<file path="src/hw/rtl/tsg_pkg.sv">
// Shared types, constants and the quarter-wave sine table of the turtle segment generator.
// Used by every module of the block; depends on nothing.
`timescale 1ns / 1ps

package tsg_pkg;

    localparam int STACK_DEPTH = 64;
    localparam int MAX_NODES   = 256;

    localparam int SP_W    = (STACK_DEPTH > 1) ? $clog2(STACK_DEPTH) : 1;
    localparam int FILL_W  = $clog2(STACK_DEPTH + 1);
    localparam int NADDR_W = (MAX_NODES > 1) ? $clog2(MAX_NODES) : 1;
    localparam int NODE_W  = $clog2(MAX_NODES + 1);

    localparam int FQ_DEPTH = 4;
    localparam int FQ_PW    = $clog2(FQ_DEPTH);
    localparam int FQ_CW    = $clog2(FQ_DEPTH + 1);
    localparam int OQ_DEPTH = 4;
    localparam int OQ_PW    = $clog2(OQ_DEPTH);
    localparam int OQ_CW    = $clog2(OQ_DEPTH + 1);

    localparam int PADDR_W = 5;

    localparam logic signed [31:0] START_X_RST       = 32'sd26214400;
    localparam logic signed [31:0] START_Y_RST       = 32'sd38666240;
    localparam logic [15:0]        START_HEADING_RST = 16'd49152;
    localparam logic [15:0]        STEP_LENGTH_RST   = 16'd2560;
    localparam logic [15:0]        TURN_STEP_RST     = 16'd4551;
    localparam logic [8:0]         NODE_COUNT_RST    = 9'd1;

    localparam logic [2:0] REG_START_X       = 3'd0;
    localparam logic [2:0] REG_START_Y       = 3'd1;
    localparam logic [2:0] REG_START_HEADING = 3'd2;
    localparam logic [2:0] REG_STEP_LENGTH   = 3'd3;
    localparam logic [2:0] REG_TURN_STEP     = 3'd4;
    localparam logic [2:0] REG_NODE_COUNT    = 3'd5;

    localparam logic [1:0] CMD_SYMBOL  = 2'd0;
    localparam logic [1:0] CMD_NODE_WR = 2'd1;
    localparam logic [1:0] CMD_START   = 2'd2;

    localparam logic [7:0] SYM_FWD   = 8'h46;
    localparam logic [7:0] SYM_LEFT  = 8'h2B;
    localparam logic [7:0] SYM_RIGHT = 8'h2D;
    localparam logic [7:0] SYM_PUSH  = 8'h5B;
    localparam logic [7:0] SYM_POP   = 8'h5D;

    localparam logic [15:0] QUARTER_TURN = 16'h4000;

    typedef enum logic [2:0] {
        K_NONE,
        K_NODE_WR,
        K_START,
        K_FWD,
        K_LEFT,
        K_RIGHT,
        K_PUSH,
        K_POP
    } t_kind;

    typedef struct packed {
        t_kind       kind;
        logic [7:0]  node_addr;
        logic [15:0] node_angle;
    } t_op;

    typedef struct packed {
        logic               wr;
        logic signed [31:0] start_x;
        logic signed [31:0] start_y;
        logic [15:0]        start_heading;
        logic [15:0]        step_length;
        logic [15:0]        turn_step;
        logic [8:0]         node_count;
    } t_cfg;

    typedef enum logic [1:0] {
        ST_SEG  = 2'd0,
        ST_PAST = 2'd1,
        ST_OVF  = 2'd2
    } t_status;

    typedef struct packed {
        logic signed [31:0] seg_start_x;
        logic signed [31:0] seg_start_y;
        logic signed [31:0] seg_end_x;
        logic signed [31:0] seg_end_y;
        logic [8:0]         branch_index;
        t_status            status;
    } t_res;

    typedef enum logic [1:0] {
        BS_RUN,
        BS_MOVE,
        BS_TABLE,
        BS_POP
    } t_bstate;

    // sin(k*pi/32) * 32768 for k = 0..16; indexes past the quarter hold the peak.
    function automatic logic [15:0] quarter_sine(input logic [4:0] idx);
        logic [15:0] v;
        case (idx)
            5'd0:    v = 16'd0;
            5'd1:    v = 16'd3212;
            5'd2:    v = 16'd6393;
            5'd3:    v = 16'd9512;
            5'd4:    v = 16'd12540;
            5'd5:    v = 16'd15447;
            5'd6:    v = 16'd18205;
            5'd7:    v = 16'd20788;
            5'd8:    v = 16'd23170;
            5'd9:    v = 16'd25330;
            5'd10:   v = 16'd27246;
            5'd11:   v = 16'd28899;
            5'd12:   v = 16'd30274;
            5'd13:   v = 16'd31357;
            5'd14:   v = 16'd32138;
            5'd15:   v = 16'd32610;
            default: v = 16'd32768;
        endcase
        return v;
    endfunction

endpackage

</file>
<file path="src/hw/rtl/tsg_cfg.sv">
// Configuration register file with an APB-style slave port.
// Depends on tsg_pkg for register indexes, reset values and the t_cfg struct.
`timescale 1ns / 1ps

module tsg_cfg (
    input  logic                         i_clk,
    input  logic                         i_rst_n,
    input  logic                         psel,
    input  logic                         penable,
    input  logic                         pwrite,
    input  logic [tsg_pkg::PADDR_W-1:0]  paddr,
    input  logic [31:0]                  pwdata,
    output logic [31:0]                  prdata,
    output logic                         pready,
    output tsg_pkg::t_cfg                o_cfg
);
    import tsg_pkg::*;

    logic signed [31:0] r_start_x;
    logic signed [31:0] r_start_y;
    logic [15:0]        r_start_heading;
    logic [15:0]        r_step_length;
    logic [15:0]        r_turn_step;
    logic [8:0]         r_node_count;
    logic               wr;
    logic [2:0]         idx;

    assign pready = 1'b1;
    assign wr     = psel && penable && pwrite;
    assign idx    = paddr[PADDR_W-1:2];

    always_ff @(posedge i_clk) begin
        if (!i_rst_n) begin
            r_start_x       <= START_X_RST;
            r_start_y       <= START_Y_RST;
            r_start_heading <= START_HEADING_RST;
            r_step_length   <= STEP_LENGTH_RST;
            r_turn_step     <= TURN_STEP_RST;
            r_node_count    <= NODE_COUNT_RST;
        end else if (wr) begin
            case (idx)
                REG_START_X:       r_start_x       <= pwdata;
                REG_START_Y:       r_start_y       <= pwdata;
                REG_START_HEADING: r_start_heading <= pwdata[15:0];
                REG_STEP_LENGTH:   r_step_length   <= pwdata[15:0];
                REG_TURN_STEP:     r_turn_step     <= pwdata[15:0];
                REG_NODE_COUNT:    r_node_count    <= pwdata[8:0];
                default: ;
            endcase
        end
    end

    always_comb begin
        case (idx)
            REG_START_X:       prdata = r_start_x;
            REG_START_Y:       prdata = r_start_y;
            REG_START_HEADING: prdata = {16'd0, r_start_heading};
            REG_STEP_LENGTH:   prdata = {16'd0, r_step_length};
            REG_TURN_STEP:     prdata = {16'd0, r_turn_step};
            REG_NODE_COUNT:    prdata = {23'd0, r_node_count};
            default:           prdata = 32'd0;
        endcase
    end

    assign o_cfg.wr            = wr;
    assign o_cfg.start_x       = r_start_x;
    assign o_cfg.start_y       = r_start_y;
    assign o_cfg.start_heading = r_start_heading;
    assign o_cfg.step_length   = r_step_length;
    assign o_cfg.turn_step     = r_turn_step;
    assign o_cfg.node_count    = r_node_count;

endmodule

</file>
<file path="config.mk">
export PLATFORM = sky130hd
export DESIGN_NAME = tsg_cfg
export DESIGN_NICKNAME = d
export VERILOG_FILES = /design/src/hw/rtl/tsg_pkg.sv /design/src/hw/rtl/tsg_cfg.sv
export SDC_FILE = /design/constraint.sdc
export NUM_CORES = 1
export LEC_CHECK = 0
export BUFFER_PORTS_ARGS = -buffer_cell sky130_fd_sc_hd__buf_4
export CAP_MARGIN = 20
export CORE_ASPECT_RATIO = 1.2
export CORE_MARGIN = 2
export CORE_UTILIZATION = 47
export CTS_BUF_LIST = sky130_fd_sc_hd__clkbuf_4 sky130_fd_sc_hd__clkbuf_8
export CTS_CLUSTER_SIZE = 25
export DETAILED_ROUTE_END_ITERATION = 12
export PLACE_DENSITY = 0.79
export SYNTH_ARGS = -nofsm -noshare
export SYNTH_HDL_FRONTEND = slang
export SYNTH_SLANG_ARGS = --single-unit
</file>
<file path="constraint.sdc">
create_clock -name i_clk -period 1.3 [get_ports i_clk]
set_input_delay 0.26 -clock i_clk [delete_from_list [all_inputs] [get_ports i_clk]]
set_output_delay 0.26 -clock i_clk [all_outputs]
set_load 0.05 [all_outputs]
</file>
==> metrics.cfg, run 1 <==
[worst_setup_path]
crit_type=reg2out
crit_path_end_kind=output port
path_cells=mux2i_1 > o22ai_1 > a21o_2 > buf_6
critPathMaxFanout=3
path_buf_inv=1
max_stage_delay_ps=360
startpoint_type=flip-flop
crit_required_ps=1040
crit_slowest_cell=dfxtp_1
crit_arrival_ps=1720
cpLargestDelayFamily=compound AO/OA/AOI/OAI gates

[placement]
portBuffers=193
post-place-ws_ps=-417
place_congestion=0.809
hpwl_um=12900
dp_cells=971

[cells_and_area]
diodes=0
finalNonFillerCells=1073
drive_gt1_share_pct=63.8
fillCellCount=324
fin_nets=947
area_delta_synth_final_pct=93.0

[die]
initial_core_util_pct=48.4
die_area_mm2=0.0128
fp.dieW_um=104
row_count=43
core_mm2=0.0116
io_pins=197
die_h_um=124

[global_route]
first_global_vias=6371
grt-ovfl-total=0
grt_antenna_before_repair=0
grt_pass1_wl_um=34300
gr-usage-all-layers_pct=34.4
grt_max_degree=49

[yosys]
synth_common_cells=mux2i_1, nand2_1, dfxtp_1
synth_ff_type=dfxtp_1
syn_area_mm2=0.00560
yosysWarnings=0
synth_top_area_share_pct=43.3
synth-seq-cells=121
postSynthAreaPerCell_um2=9.47
syn_nets=633
yosysSeqAreaShare_pct=43.3
synthArstFlopShare_pct=0
yosys-top-cells-area=dfxtp_1, mux2i_1, nand2_1
syn_inst=591
synth_largest_area_cell=dfxtp_1
yosysMostFrequentCell=mux2i_1
synth_cell_types=38
synth_edf_count=0

[status]
violations=negative setup slack
status=finished with violations

[power]
total_power_mw=8.36
p_int_mw=5.83
clkPwrFrac_pct=37.0
sw_frac_of_total_pct=30.2
pwr-share-seq_pct=44.4
p_comb_share_pct=18.6
p_leak_nw=4.44
p_switching_mw=2.53
vdd_ir_drop_max_v=0.000959
pwr_density_cell_mw_per_mm2=774

[sta]
fin_crit_ps=1980
fmax_mhz=505
final_max_slew_viol_count=0
setup_viol=127
worstMarginPinSlew_ps=648
tns_ps=-13510
fin_crit_sh_pct=152
finalWorstSetupSlack_ps=-681
hold_viol=0
slew_headroom_pct=56.2
holdWs_ps=79.2
rsz0062_at_grt=true
finalClockSkew_ps=0

[clock_network]
h-tree-depth=4
numCtsBuffers=17
clock_path_buffers=2
cts.sinks=121
clkLatencyLatePin_ps=460
path_clk_slew_ps=80
cts_root_buffer=clkbuf_8
cts_tree=built

[drt]
wirelength_um=29600
vias_per_cell=6.21
drtPass1Iterations=5
drtAntennaViolNets=0
drc=0
vias=6666
wl_per_cell_um=27.6
drtIter0Drc=670

[flow_run]
maxCapViolCount=0

[hold_path]
hp-class=in2reg

cell type report:
cell class              instances  area, um^2  area share, %
inverters                      21        83.8          0.776
repair buffers                342        3950           36.5
multi-input cells             402        3600           33.3
well taps                     157         196           1.82
clock inverters                 5        25.0          0.232
clock buffers                  25         307           2.84
flip-flops and latches        121        2650           24.5
logic make-up after synthesis:
family	share of synthesized area (%)
compound gates	9.63
buf+inv	6.17
flops	43.3
mux	27.5
other cells	0.0670
simple gates	13.4
sequential cells by signal (all words and copies together) (netlist names):
signal	cells
r_step_length	16
r_start_x	32
r_start_y	32
r_start_heading	16
r_node_count	9
r_turn_step	16
stage by stage:
step | util [%] | cell area, um^2
2_1_floorplan | - | 6330
3_3_place_gp | 72.9 | 8430
3_5_place_dp | 72.9 | 8430
4_1_cts | 87.7 | 10100
5_1_grt | 93.4 | 10800
6_report | 93.4 | 10800
layer usage:
metal  track usage (%)  vias to the layer above  share of wire [%]
met3              7.80                      222                9.9
li1                  -                     2678                  -
met5                 0                        -                  0
met1              36.5                     3201                 34
met4              18.5                        0                7.8
met2              63.9                      565                 49
placed cells by master, fill, tap and decap left out, types with 18 or more instances in the layout:
cell / instances
dfxtp_4: 35
nor2_4: 25
clkbuf_8: 19
nand2_1: 133
buf_12: 28
buf_6: 116
buf_8: 70
dfxtp_2: 77
mux2i_1: 116
mux2i_4: 18
buf_4: 125
o311ai_0: 18
inv_1: 20
path summary, 6_finish.rpt:
check                    start                end  slack [ps]  depth (start not counted)
min reg2reg  r_step_length[14]  r_step_length[14]         470                          2
max reg2reg      r_start_y[25]      r_start_y[25]         190                          4
max              r_start_y[15]         prdata[15]        -680                          4
min                 pwdata[19]      r_start_x[19]          80                          3
power groups by stage:
| stage | clock, mW | sequential (mW) | combinational [mW] |
|---|---|---|---|
| 3_3_place_gp | 0 | 3.81 | 1.16 |
| 4_1_cts | 2.94 | 3.73 | 1.38 |
| 5_1_grt | 3.24 | 3.71 | 1.59 |
| 3_5_place_dp | 0 | 3.81 | 1.18 |
| 6_report | 3.10 | 3.71 | 1.56 |
| 2_1_floorplan | 0 | 3.91 | 0.669 |
repair_timing:
item                                    4_1_cts  5_1_grt
pin swaps                                    32       14
gates resized for setup                     265      142
hold buffers                                  0        0
endpoints found under the setup margin       64      107
setup buffers                                48       36
gates cloned                                  4        0
worst min-delay path: stages:
cell	delay, ps
buf_4	120
nand2_1	50
mux2i_1	70
(Power assumes the default switching activity.)
==> inputs of run 2 (changes only) <==
--- a/config.mk
+++ b/config.mk
@@ -9,11 +9,11 @@
 export CAP_MARGIN = 20
 export CORE_ASPECT_RATIO = 1.2
 export CORE_MARGIN = 2
-export CORE_UTILIZATION = 47
+export CORE_UTILIZATION = 40
 export CTS_BUF_LIST = sky130_fd_sc_hd__clkbuf_4 sky130_fd_sc_hd__clkbuf_8
 export CTS_CLUSTER_SIZE = 25
 export DETAILED_ROUTE_END_ITERATION = 12
-export PLACE_DENSITY = 0.79
+export PLACE_DENSITY = 0.69
 export SYNTH_ARGS = -nofsm -noshare
 export SYNTH_HDL_FRONTEND = slang
 export SYNTH_SLANG_ARGS = --single-unit
==> run 2 against run 1 <==
  * The flow still finishes with violations (negative setup slack)
  * Final cell count down 1.0%
  * Non-clock buffer count fell by 26
  * Worst setup slack better by 200 ps
  * Largest power group unchanged
==> metrics.cfg, run 2 (same netlist as run 1, synthesis figures left out) <==
[cells_and_area]
fin_nets=920  ; was 947
regArea_mm2=0.00263  ; was 0.00265 mm^2
diodes=0  ; unchanged
layout_commonest_cell=nand2_1  ; unchanged
fillCellCount=899  ; was 324
largestRegisters=r_start_x (32), r_start_y (32)  ; unchanged
final_cell_mix=nand2_1, buf_6, buf_4, mux2i_1, dfxtp_2  ; was nand2_1, buf_4, mux2i_1, buf_6, dfxtp_2
drive_gt1_share_pct=64.2  ; was 63.8%
multi_input_area_mm2=0.00366  ; was 0.00360 mm^2
area_delta_synth_final_pct=89.3  ; was 93.0%

[worst_setup_path]
reg2reg_depth=4  ; unchanged
crit_slowest_cell=dfxtp_4  ; was dfxtp_1
startpoint=r_start_x[13]  ; was r_start_y[15]
max_stage_delay_ps=350  ; was 360 ps
crit_end=prdata[13]  ; was prdata[15]
path_cells=mux2_4 > a221oi_4 > nor2_4 > buf_6  ; was mux2i_1 > o22ai_1 > a21o_2 > buf_6
crit_path_end_kind=output port  ; unchanged
critPathMaxFanout=2  ; was 3
crit_arrival_ps=1520  ; was 1720 ps
startpoint_type=flip-flop  ; unchanged
r2r-start=r_start_x[23]  ; was r_start_y[25]
r2r_end=r_start_x[23]  ; was r_start_y[25]
rrSetupSlack_ps=370  ; was 190 ps
crit_type=reg2out  ; unchanged
crit_required_ps=1040  ; about the same

[clock_network]
numCtsBuffers=17  ; unchanged
cts.sinks=121  ; unchanged
clkLatencyLatePin_ps=430  ; was 460 ps
h-tree-depth=4  ; unchanged
cts_root_buffer=clkbuf_8  ; unchanged
cts_tree=built  ; unchanged
clock_path_buffers=2  ; unchanged
path_clk_slew_ps=70  ; was 80 ps

[power]
vdd_ir_drop_max_v=0.000754  ; was 0.000959 V
clkPwrFrac_pct=39.7  ; was 37.0%
pwr_density_cell_mw_per_mm2=818  ; was 774 mW/mm^2
pwr-share-seq_pct=43.0  ; was 44.4%
p_switching_mw=2.41  ; was 2.53 mW
p_int_mw=6.26  ; was 5.83 mW
sw_frac_of_total_pct=27.8  ; was 30.2%
total_power_mw=8.67  ; was 8.36 mW
p_leak_nw=4.31  ; was 4.44 nW
p_comb_share_pct=17.3  ; was 18.6%

[sta]
finalClockSkew_ps=0  ; unchanged
holdWs_ps=93.1  ; was 79.2 ps
tns_ps=-13690  ; was -13510 ps
final_max_slew_viol_count=0  ; unchanged
hold_viol=0  ; unchanged
rsz0062_at_grt=true  ; unchanged
fin_crit_sh_pct=137  ; was 152%
fin_crit_ps=1780  ; was 1980 ps
fmax_mhz=561  ; was 505 MHz
finalWorstSetupSlack_ps=-482  ; was -681 ps
setup_viol=103  ; was 127

[placement]
hpwl_um=12900  ; about the same
place_congestion=0.801  ; was 0.809
portBuffers=193  ; unchanged

[drt]
wirelength_um=20200  ; was 29600 um
vias_per_cell=5.19  ; was 6.21
drtPass1Iterations=4  ; was 5
drc=0  ; unchanged
drtAntennaViolNets=0  ; unchanged
wl_per_cell_um=19.0  ; was 27.6 um
drtIter0Drc=270  ; was 670
vias=5507  ; was 6666

[status]
violations=negative setup slack  ; unchanged
status=finished with violations  ; unchanged

[hold_path]
hp-class=in2reg  ; unchanged
holdPathStages=3  ; unchanged

[die]
fp.dieW_um=112  ; was 104 um
die_h_um=134  ; was 124 um
initial_core_util_pct=40.7  ; was 48.4%
row_count=47  ; was 43
die_area_mm2=0.0150  ; was 0.0128 mm^2
io_pins=197  ; unchanged
core_mm2=0.0138  ; was 0.0116 mm^2

[global_route]
grt_max_degree=72  ; was 49
gr-usage-all-layers_pct=24.8  ; was 34.4%
grt_pass1_wl_um=29600  ; was 34300 um
grt-ovfl-total=0  ; unchanged
first_global_vias=5704  ; was 6371
grt_antenna_before_repair=0  ; unchanged

[flow_run]
maxCapViolCount=0  ; unchanged

run 2: worst min-delay path by stage:
| stage | from | endpoint | slack, ps |
|---|---|---|---|
| 3_3_place_gp | r_start_y[13] | r_start_y[13] | 450 |
| 3_5_place_dp | r_step_length[12] | r_step_length[12] | 460 |
| 5_1_grt | pwdata[17] | r_start_x[17] | 80 |
| 4_1_cts | pwdata[22] | r_start_x[22] | 80 |
| 2_1_floorplan | pwdata[20] | r_start_y[20] | 400 |
| 6_report | pwdata[17] | r_start_x[17] | 90 |
run 2: cell type report:
class,instances,area share [%]
tap,171,2.02
clock inverter,14,1.48
clock buffer,18,2.28
inverter,21,0.791
timing repair buffer,316,34.1
sequential,121,24.8
multi-input combinational,401,34.5
run 2: per-stage QoR:
step	area, um^2	util (%)	std cells	setup WS [ps]
final	10600	77.0	1062	-482
after global routing	10600	77.0	1062	-553
after CTS	9700	70.5	1036	-526
after detailed placement	8460	61.5	982	-366
after global placement	8460	61.5	982	-352
after floorplan	6330	-	591	-219
run 2: repair_timing:
| item | CTS | global route |
|---|---|---|
| setup endpoints to repair | 62 | 139 |
| setup buffers | 21 | 33 |
| cloned | 3 | 4 |
| resized for setup | 164 | 206 |
| pin swaps | 18 | 14 |
| hold buffers | 0 | 0 |
| endpoints found under the hold margin | 0 | 0 |
run 2: power by group through the flow:
stage / Sequential (mW) / Clock, mW / Combinational, mW
4_1_cts: 3.72 / 3.48 / 1.36
2_1_floorplan: 3.91 / 0 / 0.669
5_1_grt: 3.73 / 3.67 / 1.57
6_report: 3.72 / 3.44 / 1.50
3_3_place_gp: 3.81 / 0 / 1.18
3_5_place_dp: 3.81 / 0 / 1.20
run 2: layer usage:
layer,global-route usage [%],vias up,part of all wire (%)
li1,-,2626,-
met1,28.6,2700,39
met2,45.5,154,54
met3,5.82,27,4.6
met4,7.72,0,1.8
met5,0,-,0
run 2: critical path: cells and delay by family, from the launching register on:
family                 cells  cell delay (ps)
multiplexers               1              280
AND/OR/NAND/NOR            1               50
buffers and inverters      1              150
AO/OA/AOI/OAI              1              270
flip-flops                 1              350
