`src/hw/rtl/tsg_pkg.sv`:
```
// Shared types, constants and the quarter-wave sine table of the turtle segment generator.
// Used by every module of the block; depends on nothing.
`timescale 1ns / 1ps

package tsg_pkg;

    localparam int STACK_DEPTH = 64;
    localparam int MAX_NODES   = 256;

    localparam int SP_W    = (STACK_DEPTH > 1) ? $clog2(STACK_DEPTH) : 1;
    localparam int FILL_W  = $clog2(STACK_DEPTH + 1);
    localparam int NADDR_W = (MAX_NODES > 1) ? $clog2(MAX_NODES) : 1;
    localparam int NODE_W  = $clog2(MAX_NODES + 1);

    localparam int FQ_DEPTH = 4;
    localparam int FQ_PW    = $clog2(FQ_DEPTH);
    localparam int FQ_CW    = $clog2(FQ_DEPTH + 1);
    localparam int OQ_DEPTH = 4;
    localparam int OQ_PW    = $clog2(OQ_DEPTH);
    localparam int OQ_CW    = $clog2(OQ_DEPTH + 1);

    localparam int PADDR_W = 5;

    localparam logic signed [31:0] START_X_RST       = 32'sd26214400;
    localparam logic signed [31:0] START_Y_RST       = 32'sd38666240;
    localparam logic [15:0]        START_HEADING_RST = 16'd49152;
    localparam logic [15:0]        STEP_LENGTH_RST   = 16'd2560;
    localparam logic [15:0]        TURN_STEP_RST     = 16'd4551;
    localparam logic [8:0]         NODE_COUNT_RST    = 9'd1;

    localparam logic [2:0] REG_START_X       = 3'd0;
    localparam logic [2:0] REG_START_Y       = 3'd1;
    localparam logic [2:0] REG_START_HEADING = 3'd2;
    localparam logic [2:0] REG_STEP_LENGTH   = 3'd3;
    localparam logic [2:0] REG_TURN_STEP     = 3'd4;
    localparam logic [2:0] REG_NODE_COUNT    = 3'd5;

    localparam logic [1:0] CMD_SYMBOL  = 2'd0;
    localparam logic [1:0] CMD_NODE_WR = 2'd1;
    localparam logic [1:0] CMD_START   = 2'd2;

    localparam logic [7:0] SYM_FWD   = 8'h46;
    localparam logic [7:0] SYM_LEFT  = 8'h2B;
    localparam logic [7:0] SYM_RIGHT = 8'h2D;
    localparam logic [7:0] SYM_PUSH  = 8'h5B;
    localparam logic [7:0] SYM_POP   = 8'h5D;

    localparam logic [15:0] QUARTER_TURN = 16'h4000;

    typedef enum logic [2:0] {
        K_NONE,
        K_NODE_WR,
        K_START,
        K_FWD,
        K_LEFT,
        K_RIGHT,
        K_PUSH,
        K_POP
    } t_kind;

    typedef struct packed {
        t_kind       kind;
        logic [7:0]  node_addr;
        logic [15:0] node_angle;
    } t_op;

    typedef struct packed {
        logic               wr;
        logic signed [31:0] start_x;
        logic signed [31:0] start_y;
        logic [15:0]        start_heading;
        logic [15:0]        step_length;
        logic [15:0]        turn_step;
        logic [8:0]         node_count;
    } t_cfg;

    typedef enum logic [1:0] {
        ST_SEG  = 2'd0,
        ST_PAST = 2'd1,
        ST_OVF  = 2'd2
    } t_status;

    typedef struct packed {
        logic signed [31:0] seg_start_x;
        logic signed [31:0] seg_start_y;
        logic signed [31:0] seg_end_x;
        logic signed [31:0] seg_end_y;
        logic [8:0]         branch_index;
        t_status            status;
    } t_res;

    typedef enum logic [1:0] {
        BS_RUN,
        BS_MOVE,
        BS_TABLE,
        BS_POP
    } t_bstate;

    // sin(k*pi/32) * 32768 for k = 0..16; indexes past the quarter hold the peak.
    function automatic logic [15:0] quarter_sine(input logic [4:0] idx);
        logic [15:0] v;
        case (idx)
            5'd0:    v = 16'd0;
            5'd1:    v = 16'd3212;
            5'd2:    v = 16'd6393;
            5'd3:    v = 16'd9512;
            5'd4:    v = 16'd12540;
            5'd5:    v = 16'd15447;
            5'd6:    v = 16'd18205;
            5'd7:    v = 16'd20788;
            5'd8:    v = 16'd23170;
            5'd9:    v = 16'd25330;
            5'd10:   v = 16'd27246;
            5'd11:   v = 16'd28899;
            5'd12:   v = 16'd30274;
            5'd13:   v = 16'd31357;
            5'd14:   v = 16'd32138;
            5'd15:   v = 16'd32610;
            default: v = 16'd32768;
        endcase
        return v;
    endfunction

endpackage

```
`src/hw/rtl/tsg_front.sv`:
```
// Front end: decodes each accepted beat into an operation and queues those that do something for the back end.
// Depends on tsg_pkg for command and symbol codes and the t_op struct.
`timescale 1ns / 1ps

module tsg_front (
    input  logic         i_clk,
    input  logic         i_rst_n,
    input  logic         i_push,
    output logic         o_full,
    input  logic [1:0]   i_cmd,
    input  logic [7:0]   i_symbol,
    input  logic [7:0]   i_node_addr,
    input  logic [15:0]  i_node_angle,
    output logic         o_op_valid,
    output tsg_pkg::t_op o_op,
    input  logic         i_op_take
);
    import tsg_pkg::*;

    t_op              r_q [FQ_DEPTH];
    logic [FQ_PW-1:0] r_wp;
    logic [FQ_PW-1:0] r_rp;
    logic [FQ_CW-1:0] r_cnt;
    t_kind            kind;
    logic             enq;

    always_comb begin
        kind = K_NONE;
        case (i_cmd)
            CMD_SYMBOL: begin
                case (i_symbol)
                    SYM_FWD:   kind = K_FWD;
                    SYM_LEFT:  kind = K_LEFT;
                    SYM_RIGHT: kind = K_RIGHT;
                    SYM_PUSH:  kind = K_PUSH;
                    SYM_POP:   kind = K_POP;
                    default:   kind = K_NONE;
                endcase
            end
            CMD_NODE_WR: kind = K_NODE_WR;
            CMD_START:   kind = K_START;
            default:     kind = K_NONE;
        endcase
    end

    assign o_full     = (r_cnt == FQ_CW'(FQ_DEPTH));
    assign o_op_valid = (r_cnt != '0);
    assign o_op       = r_q[r_rp];
    // Beats that do nothing are accepted and dropped here.
    assign enq        = i_push && !o_full && (kind != K_NONE);

    always_ff @(posedge i_clk) begin
        if (enq) begin
            r_q[r_wp].kind       <= kind;
            r_q[r_wp].node_addr  <= i_node_addr;
            r_q[r_wp].node_angle <= i_node_angle;
        end
    end

    always_ff @(posedge i_clk) begin
        if (!i_rst_n) begin
            r_wp  <= '0;
            r_rp  <= '0;
            r_cnt <= '0;
        end else begin
            if (enq) begin
                r_wp <= (r_wp == FQ_PW'(FQ_DEPTH - 1)) ? '0 : r_wp + 1'b1;
            end
            if (i_op_take) begin
                r_rp <= (r_rp == FQ_PW'(FQ_DEPTH - 1)) ? '0 : r_rp + 1'b1;
            end
            case ({enq, i_op_take})
                2'b10:   r_cnt <= r_cnt + 1'b1;
                2'b01:   r_cnt <= r_cnt - 1'b1;
                default: r_cnt <= r_cnt;
            endcase
        end
    end

endmodule

```
`config.mk`:
```
export PLATFORM = sky130hd
export DESIGN_NAME = tsg_front
export DESIGN_NICKNAME = d
export VERILOG_FILES = /design/src/hw/rtl/tsg_pkg.sv /design/src/hw/rtl/tsg_front.sv
export SDC_FILE = /design/constraint.sdc
export NUM_CORES = 1
export LEC_CHECK = 0
export ABC_AREA = 1
export BUFFER_PORTS_ARGS = -buffer_cell sky130_fd_sc_hd__clkbuf_2
export CAP_MARGIN = 10
export CORE_UTILIZATION = 61
export DETAILED_ROUTE_END_ITERATION = 8
export PLACE_DENSITY = 0.91
export SLEW_MARGIN = 20
export SYNTH_ARGS = -nofsm -noshare
export SYNTH_HDL_FRONTEND = slang
export SYNTH_SLANG_ARGS = --single-unit
export TNS_END_PERCENT = 5
```
`constraint.sdc`:
```
create_clock -name i_clk -period 3.6 [get_ports i_clk]
set_input_delay 0.18 -clock i_clk [delete_from_list [all_inputs] [get_ports i_clk]]
set_output_delay 0.18 -clock i_clk [all_outputs]
set_load 0.01 [all_outputs]
```
==> flow_summary.toml, run 1 <==
[layout]
utilization_pct = 80.4
proportion_of_layout_cells_with_a_drive_suffix_above_1_pct = 23.9
area.sequential_sq_um = 3420
area_used_by_multi_input_combinational_logic_sq_um = 1060
area_growth_pct = 26.3
antenna_cells = 0
nFillCells = 386
finalNetCount = 518
layout.cells.non_filler = 585

[logic_synthesis]
dominant_cell_by_count_in_the_synthesized_netlist = "sky130_fd_sc_hd__edfxtp_1"
synth-edff-count = 108
netlist_area_sq_um = 4670
yosys_register_bits = 117
number_of_instances_in_the_synthesized_netlist = 373
synth.avg_cell_area_sq_um = 12.5
synth_common_cells = "sky130_fd_sc_hd__edfxtp_1, sky130_fd_sc_hd__nor2_1, sky130_fd_sc_hd__o21ai_0, sky130_fd_sc_hd__inv_1, sky130_fd_sc_hd__o22ai_1"
yosysSeqAreaShare_pct = 73.3
yosys_warnings = 0
synth_top_area_share_pct = 69.4
synth_ff_type = "sky130_fd_sc_hd__edfxtp_1"
ys_top_cells_by_area = "sky130_fd_sc_hd__edfxtp_1, sky130_fd_sc_hd__nor2_1, sky130_fd_sc_hd__o21ai_0"
synth.distinct_cells = 22
synth_nets = 418
yosys.area.top_type = "sky130_fd_sc_hd__edfxtp_1"
asyncSetResetFlopFracSynth_pct = 0

[outcome]
outcome = "finished, final reports clean"

[power]
ir_worst_vdd_v = 0.000486
cellPowerDensity_nw_per_um2 = 583
p_leak_nw = 2.27

[sta]
report.final.slew_viol_count = 0
worst_slew_pin_slew_ns = 0.871
timing.slew.headroom_pct = 41.8
hold_violations = 0
totalNegativeSetupSlack_ns = 0
final_min_period_over_clock_period_pct = 74.9
maxClockFrequency_mhz = 371
final_period_demand_of_the_worst_path_ns = 2.70
rsz_0062_raised_after_global_routing = "no"
report.final.setup_viol = 0
clock_skews_ns = 0.00934
holdWs_ns = 0.0577

[routing]
via_per_inst = 5.84
dr.pass1.iters = 6
final_antenna_net_count = 0
route.vias.total = 3415
route.detailed.drc = 0
totalWireLength_mm = 10.9
drt-wirelength-per-cell_microns = 18.6
dr.first_iter.drc_count = 259

[global_route]
antenna_found_initial = 0
grt_pass1_vias = 3386
pin_count_of_the_biggest_net_entering_global_routing = 56
track_usage_pct = 29.0
overflow = 0
wire_length_of_the_first_global_routing_pass_mm = 16.0

[hold_path]
min_path_type = "in2reg"

[floorplanning]
chipWidth_microns = 89.5
placeableCoreArea_sq_um = 7330
boundary_pins = 67
std_cell_rows = 31
die_area_sq_um = 8010
y_dimension_of_the_die_microns = 89.5
initial_core_util_pct = 63.7

[cts]
clock_tree_sinks = 117
cts-buffers-inserted = 17
root_buffer = "sky130_fd_sc_hd__clkbuf_8"
clk_pin_slew_ns = 0.06
cts_tree = "done"
cts.path.max_buffers = 2
clk_latency_ns = 0.51
post-cts-setup-buffers = 0
cts_htree_levels = 4

[placement]
gp_congestion = 0.803
io_buffers = 66
dpl.hpwl_mm = 5.32
dp_cells = 528

[flow_run]
max-cap-violations = 0

[worst_setup_path]
timing_worst_setup_path_type = "reg2out"
worst_setup_path_start_kind = "flip-flop"
cp_data_arrival_time_ns = 2.52
worstSetupEndpointType = "primary output"
timing.critical_path.required_ns = 3.42
crit_path_max_fanout = 55
==> worst max-delay path: stages (launching register included) <==
cell                       delay [ns]
sky130_fd_sc_hd__dfxtp_2         0.31
sky130_fd_sc_hd__buf_4           0.28
sky130_fd_sc_hd__inv_2           0.71
sky130_fd_sc_hd__o21ai_0         0.27
sky130_fd_sc_hd__o22ai_1         0.23
sky130_fd_sc_hd__clkbuf_2        0.18
==> kinds of logic after synthesis <==
| group | Yosys count | synth area share (%) |
|---|---|---|
| simple gates | 110 | 10.0 |
| fa+ha+maj | 7 | 2.04 |
| flops | 117 | 73.3 |
| buf+inv | 46 | 3.94 |
| compound gates | 93 | 10.7 |
==> report_power, final <==
group,switching (mW),internal [mW]
registers,0.0169,1.53
clock network,0.622,0.915
logic,0.223,0.126
total,0.861,2.57
==> flip-flops by register name (all words and copies together) (netlist names), named ones only <==
| signal | flops |
|---|---|
| r_q | 108 |
| r_wp | 2 |
| r_cnt | 3 |
| r_rp | 2 |
==> final cells by class <==
class	count	share of cell area, %
multi-input cells	210	18.0
clock buffers	17	7.02
clock inverters	15	2.25
inverters	30	1.91
repair buffers	97	10.6
well taps	99	2.10
flip-flops and latches	117	58.1
==> layer usage <==
metal  track usage, %  up-vias  share of wire [%]
met3             6.37       30                7.2
met4             19.9        0                3.3
met5                0        -                  0
li1                 -     1538                  -
met1             31.6     1646                 38
met2             50.6      201                 52
==> path summary, 6_finish.rpt <==
path	start	end	slack (ns)	depth (start not counted)
worst min register to register	r_cnt[1]	r_cnt[1]	0.53	2
worst max-delay path	flip-flop	o_op[8]	0.90	5
worst min-delay path	i_op_take	r_rp[1]	0.06	4
worst max register to register	r_cnt[2]	r_cnt[2]	1.37	11
==> cell usage in the layout, fill, tap and decap left out, types with 2 or more instances in the layout <==
master / synthesis / final
sky130_fd_sc_hd__o21ai_0: 53 / 53
sky130_fd_sc_hd__inv_6: 0 / 2
sky130_fd_sc_hd__nand2_2: 2 / 2
sky130_fd_sc_hd__nand2_1: 18 / 18
sky130_fd_sc_hd__dlygate4sd3_1: 0 / 25
sky130_fd_sc_hd__clkinv_2: 0 / 4
sky130_fd_sc_hd__ha_1: 6 / 6
sky130_fd_sc_hd__o21ai_1: 5 / 5
sky130_fd_sc_hd__a21oi_1: 8 / 8
sky130_fd_sc_hd__nor2_2: 5 / 5
sky130_fd_sc_hd__nor2_1: 73 / 73
sky130_fd_sc_hd__clkinv_4: 0 / 4
sky130_fd_sc_hd__o22ai_1: 27 / 27
sky130_fd_sc_hd__buf_4: 0 / 6
sky130_fd_sc_hd__dfxtp_1: 9 / 8
sky130_fd_sc_hd__clkinvlp_4: 0 / 4
sky130_fd_sc_hd__inv_1: 29 / 29
sky130_fd_sc_hd__nor3_1: 2 / 2
sky130_fd_sc_hd__clkbuf_16: 0 / 16
sky130_fd_sc_hd__edfxtp_1: 108 / 108
sky130_fd_sc_hd__clkbuf_2: 0 / 66
sky130_fd_sc_hd__nand3_1: 7 / 7
==> stage by stage <==
stage,area (sq um),total power [mW],setup slack (ns)
after global placement,5100,1.87,1.57
after floorplan,4670,1.76,1.52
after CTS,5900,3.43,0.923
final,5900,3.44,0.904
after global routing,5900,3.55,0.757
after detailed placement,5100,1.89,1.45
==> timing repair <==
| action | in CTS | in global routing |
|---|---|---|
| resized for setup | 0 | 0 |
| hold buffers | 25 | 0 |
| endpoints found under the hold margin | 105 | 0 |
No activity file was read; power rests on OpenSTA's default activity.
==> run 2: changes to the inputs <==
--- a/config.mk
+++ b/config.mk
@@ -8,9 +8,9 @@
 export ABC_AREA = 1
 export BUFFER_PORTS_ARGS = -buffer_cell sky130_fd_sc_hd__clkbuf_2
 export CAP_MARGIN = 10
-export CORE_UTILIZATION = 61
+export CORE_UTILIZATION = 56
 export DETAILED_ROUTE_END_ITERATION = 8
-export PLACE_DENSITY = 0.91
+export PLACE_DENSITY = 0.85
 export SLEW_MARGIN = 20
 export SYNTH_ARGS = -nofsm -noshare
 export SYNTH_HDL_FRONTEND = slang
==> constraint.sdc (replaced) <==
create_clock -name i_clk -period 2.5 [get_ports i_clk]
set_input_delay 0.125 -clock i_clk [delete_from_list [all_inputs] [get_ports i_clk]]
set_output_delay 0.125 -clock i_clk [all_outputs]
set_load 0.01 [all_outputs]
==> run 2 against run 1 <==
Compared with the run above: critical path depth unchanged; core utilization down 4.8 points; non-clock buffer count up 4; first-iteration DRC count up 1.2%; sequential power up 45%; flip-flop and latch count unchanged; via count down 3.6%; clock power up 53%.
==> flow_summary.toml, run 2 (synthesis results as in run 1) <==
[outcome]
outcome = "finished, final reports clean"

[placement]
dpl.hpwl_mm = 5.73
post-place-ws_ns = 0.378
io_buffers = 66
dp_cells = 534
gp_congestion = 0.861
post_dp_cell_area_sq_um = 5130

[flow_run]
max-cap-violations = 0

[floorplanning]
chipWidth_microns = 93.3
die_area_sq_um = 8710
initial_core_util_pct = 59.2
y_dimension_of_the_die_microns = 93.3
boundary_pins = 67
std_cell_rows = 32
placeableCoreArea_sq_um = 7890

[layout]
layout_top_registers = "r_q x108, r_cnt x3"
nFillCells = 464
area_growth_pct = 27.7
utilization_pct = 75.6
final_area_sq_um = 5970
finalNetCount = 522
top_library_cells_by_usage_in_the_layout_fill_and_taps_aside = "sky130_fd_sc_hd__edfxtp_1, sky130_fd_sc_hd__nor2_1, sky130_fd_sc_hd__clkbuf_2"
largest_reg_flops = 108
layout.cells.non_filler = 592
proportion_of_layout_cells_with_a_drive_suffix_above_1_pct = 24.1
antenna_cells = 0
largest_register = "r_q"
most_common_cell_after_layout_fill_and_taps_aside = "sky130_fd_sc_hd__edfxtp_1"

[sta]
maxClockFrequency_mhz = 468
report.final.slew_viol_count = 0
final_min_period_over_clock_period_pct = 85.5
clock_skews_ns = 0.00806
worst_slew_pin_slew_ns = 0.507
report.final.setup_viol = 0
final_period_demand_of_the_worst_path_ns = 2.14
timing.slew.headroom_pct = 66.2
hold_violations = 0
rsz_0062_raised_after_global_routing = "no"
totalNegativeSetupSlack_ns = 0
holdWs_ns = 0.0793
final_critical_path_setup_slack_ns = 0.362

[routing]
totalWireLength_mm = 10.3
dr.first_iter.drc_count = 262
via_per_inst = 5.56
drt-wirelength-per-cell_microns = 17.4
final_antenna_net_count = 0
route.detailed.drc = 0
route.vias.total = 3292
dr.pass1.iters = 5

[worst_setup_path]
timing_worst_setup_path_type = "reg2out"
timing.critical_path.required_ns = 2.38
worstSetupEndpointType = "primary output"
reg2regPathDepth = 11
regToRegStartpoint = "r_cnt[2]"
timing.critical_path.cells = "inv_1 > buf_4 > o21ai_0 > o22ai_1 > clkbuf_2"
critical-path-slowest-cell = "sky130_fd_sc_hd__dfxtp_1"
crit_path_max_fanout = 20
r2r_end = "r_cnt[2]"
r2r_setup_slack_ns = 0.38
worst_setup_path_start_kind = "flip-flop"
critical-path-max-stage-delay_ns = 0.39
cp_data_arrival_time_ns = 2.01

[hold_path]
holdPathStages = 5
hold_end = "r_wp[0]"
timing.hold.worst.start = "i_push"
min_path_type = "in2reg"

[global_route]
wire_length_of_the_first_global_routing_pass_mm = 16.1
antenna_found_initial = 0
grt_pass1_vias = 3375
pin_count_of_the_biggest_net_entering_global_routing = 55
track_usage_pct = 25.8
overflow = 0

[cts]
cts.path.max_buffers = 2
cts_tree = "done"
root_buffer = "sky130_fd_sc_hd__clkbuf_8"
clk_latency_ns = 0.52
cts-buffers-inserted = 17
clock_tree_sinks = 117
clk_pin_slew_ns = 0.05
cts_htree_levels = 4

[power]
p_leak_nw = 2.31
cellPowerDensity_nw_per_um2 = 852
p_total_mw = 5.08
ir_worst_vdd_v = 0.000680
run 2: timing repair:
action,in CTS,in global routing
hold buffers,26,0
endpoints found under the hold margin,105,0
gates resized for setup,0,0
setup buffers,0,0
run 2: cell type report:
type                       instances  area (sq um)  share of cell area (%)
clock buffer                      18           418                    7.01
clock inverter                    14           161                    2.71
inverter                          30           113                    1.89
multi-input combinational        210          1060                    17.8
sequential                       117          3420                    57.4
tap                              102           128                    2.14
timing repair buffer             101           658                    11.0
run 2: worst max-delay path, delay by kind of cell (launching register included):
kind	cells	cell delay, ns
AOI/OAI and AO/OA	2	0.37
buffers and inverters	3	0.75
DFF	1	0.39
run 2: worst max path at each step:
| stage | from | endpoint | slack [ns] | cells past startpoint |
|---|---|---|---|---|
| after CTS | flip-flop | o_op[7] | 0.40 | 5 |
| after detailed placement | i_symbol[6] | r_cnt[2] | 0.38 | 17 |
| after floorplan | r_cnt[1] | r_cnt[2] | 0.42 | 10 |
| after global routing | r_cnt[2] | r_cnt[2] | 0.21 | 11 |
| final | flip-flop | o_op[25] | 0.36 | 5 |
| after global placement | i_symbol[1] | r_cnt[2] | 0.51 | 16 |
run 2: routing by layer:
layer  routed length, microns  part of all wire (%)  global-route usage, %
met3                      692                   6.7                   8.94
met5                        0                     0                      0
met1                     3870                    37                   27.9
met4                      272                   2.6                   10.9
met2                     5490                    53                   45.7
run 2: where the power goes:
group | switching [mW] | total (mW) | internal [mW] | leakage (nW)
Sequential | 0.0267 | 2.24 | 2.21 | 1.06
Clock | 0.842 | 2.35 | 1.51 | 0.284
Combinational | 0.311 | 0.497 | 0.186 | 0.974
==> run 3: changes to the inputs <==
--- a/config.mk
+++ b/config.mk
@@ -8,9 +8,11 @@
 export ABC_AREA = 1
 export BUFFER_PORTS_ARGS = -buffer_cell sky130_fd_sc_hd__clkbuf_2
 export CAP_MARGIN = 10
-export CORE_UTILIZATION = 56
+export CELL_PAD_IN_SITES_DETAIL_PLACEMENT = 1
+export CELL_PAD_IN_SITES_GLOBAL_PLACEMENT = 1
+export CORE_UTILIZATION = 46
 export DETAILED_ROUTE_END_ITERATION = 8
-export PLACE_DENSITY = 0.85
+export PLACE_DENSITY = 0.86
 export SLEW_MARGIN = 20
 export SYNTH_ARGS = -nofsm -noshare
 export SYNTH_HDL_FRONTEND = slang
==> run 3 against run 2 <==
Compared with the run above: combinational power increased by 5.6%; sequential share of layout area shrank 1.2 points; register-to-register slack barely moved; final area is 2.2% higher; setup slack worse by 0.19 ns; critical path depth decreased by 1; wire length up 22%; flip-flop and latch count is the same; cell count rose by 5.1%; total power is 3.3% higher; critical path type unchanged; highest routed layer unchanged.
==> flow_summary.toml, run 3 (synthesis results as in run 1) <==
[floorplanning]
die_area_sq_um = 10600
y_dimension_of_the_die_microns = 103
std_cell_rows = 36
chipWidth_microns = 103
boundary_pins = 67
initial_core_util_pct = 47.6
placeableCoreArea_sq_um = 9820

[sta]
maxClockFrequency_mhz = 430
report.final.slew_viol_count = 0
totalNegativeSetupSlack_ns = 0
report.final.setup_viol = 0
final_period_demand_of_the_worst_path_ns = 2.33
final_min_period_over_clock_period_pct = 93.1
hold_violations = 0
timing.slew.headroom_pct = 65.4
rsz_0062_raised_after_global_routing = "no"
worst_slew_pin_slew_ns = 0.518
clock_skews_ns = 0.00992

[worst_setup_path]
reg2regPathDepth = 10
regToRegStartpoint = "r_cnt[1]"
crit_path_max_fanout = 36
timing.critical_path.required_ns = 2.38
cp_data_arrival_time_ns = 2.20
timing_worst_setup_path_type = "reg2out"
worstSetupEndpointType = "primary output"
endpoint = "o_op[26]"
r2r_setup_slack_ns = 0.37
r2r_end = "r_cnt[2]"
worst_setup_path_start_kind = "flip-flop"

[routing]
dr.first_iter.drc_count = 160
route.vias.total = 3363
final_antenna_net_count = 0
route.detailed.drc = 0
via_per_inst = 5.41
drt-wirelength-per-cell_microns = 20.3
totalWireLength_mm = 12.6
dr.pass1.iters = 4

[flow_run]
max-cap-violations = 0

[cts]
clk_pin_slew_ns = 0.06
hold_buffers = 26
cts_htree_levels = 4
clock_tree_sinks = 117
post_cts_resized = 0
cts_tree = "done"
cts.path.max_buffers = 2
root_buffer = "sky130_fd_sc_hd__clkbuf_8"
cts-buffers-inserted = 17
clk_latency_ns = 0.51
post-cts-setup-buffers = 0

[layout]
largest_reg_flops = 108
nFillCells = 1015
finalNetCount = 521
most_common_cell_after_layout_fill_and_taps_aside = "sky130_fd_sc_hd__edfxtp_1"
antenna_cells = 0
utilization_pct = 62.1
top_library_cells_by_usage_in_the_layout_fill_and_taps_aside = "sky130_fd_sc_hd__edfxtp_1, sky130_fd_sc_hd__nor2_1, sky130_fd_sc_hd__clkbuf_2"
largest_register = "r_q"
layout_top_registers = "r_q x108, r_cnt x3"
area_growth_pct = 30.5
proportion_of_layout_cells_with_a_drive_suffix_above_1_pct = 24.1

[power]
seqPwrFrac_pct = 42.7
intPower_mw = 3.94
power.switching_mw = 1.30
ir_worst_vdd_v = 0.000394
p_leak_nw = 2.34
power_frac_comb_pct = 10.0
power.share.switching_pct = 24.8
pwr-share-clk_pct = 47.3
cellPowerDensity_nw_per_um2 = 861

[global_route]
grt_pass1_vias = 3611
track_usage_pct = 25.5
wire_length_of_the_first_global_routing_pass_mm = 19.2
pin_count_of_the_biggest_net_entering_global_routing = 37
overflow = 0
antenna_found_initial = 0

[placement]
io_buffers = 66
gp_congestion = 0.805
dpl.hpwl_mm = 7.36

[hold_path]
min_path_type = "in2reg"

[outcome]
outcome = "finished, final reports clean"
==> run 3: cell count changes in the layout (fill, tap and decap cells not counted), sizes merged <==
cell | previous run | this run
buf | 9 | 8
clkbuf | 84 | 83
clkinv | 9 | 6
clkinvlp | 2 | 0
inv | 30 | 36
==> run 3: routing by layer <==
metal	wire, microns	global-route usage, %
met2	6840	46.2
met4	278	11.9
met3	459	5.63
met5	0	0
met1	5020	28.7
==> run 3: per-stage QoR <==
stage	setup WS, ns	total power [mW]	hold slack [ns]	cells	instance area (sq um)
2_1_floorplan	0.418	2.54	0.224	373	4670
3_3_place_gp	0.445	2.72	0.339	564	5230
3_5_place_dp	0.303	2.76	0.344	564	5230
4_1_cts	0.180	5.27	0.0786	622	6100
5_1_grt	0.0637	5.41	0.132	622	6100
6_report	0.174	5.25	0.0843	622	6100
==> run 3: cell type report <==
cell class                 count  area, sq um  area share (%)
multi-input combinational    210         1080            17.8
inverter                      30          113            1.85
clock buffer                  17          414            6.79
sequential                   117         3420            56.2
tap                          133          166            2.73
clock inverter                15          194            3.18
timing repair buffer         100          701            11.5
==> run 3: worst min-delay path by stage <==
stage / startpoint / endpoint / slack [ns] / cells past startpoint
final: i_push / r_wp[0] / 0.08 / 5
after global routing: i_push / r_wp[1] / 0.13 / 6
after CTS: i_push / r_wp[0] / 0.08 / 5
after detailed placement: i_node_angle[5] / r_q[0][5] / 0.34 / 1
after global placement: i_node_angle[15] / r_q[2][15] / 0.34 / 1
after floorplan: i_node_angle[0] / r_q[0][0] / 0.22 / 0
==> run 3: power by group through the flow <==
stage / registers, mW / clock network (mW) / logic, mW
final: 2.24 / 2.48 / 0.525
after global routing: 2.25 / 2.59 / 0.578
after CTS: 2.24 / 2.50 / 0.526
after detailed placement: 2.28 / 0 / 0.479
after global placement: 2.27 / 0 / 0.449
after floorplan: 2.26 / 0 / 0.273
==> run 3: worst max-delay path: stages, from the launching register on <==
cell                       delay, ns
sky130_fd_sc_hd__dfxtp_2        0.58
sky130_fd_sc_hd__buf_4          0.43
sky130_fd_sc_hd__o21ai_0        0.17
sky130_fd_sc_hd__o22ai_1        0.29
sky130_fd_sc_hd__clkbuf_2       0.19
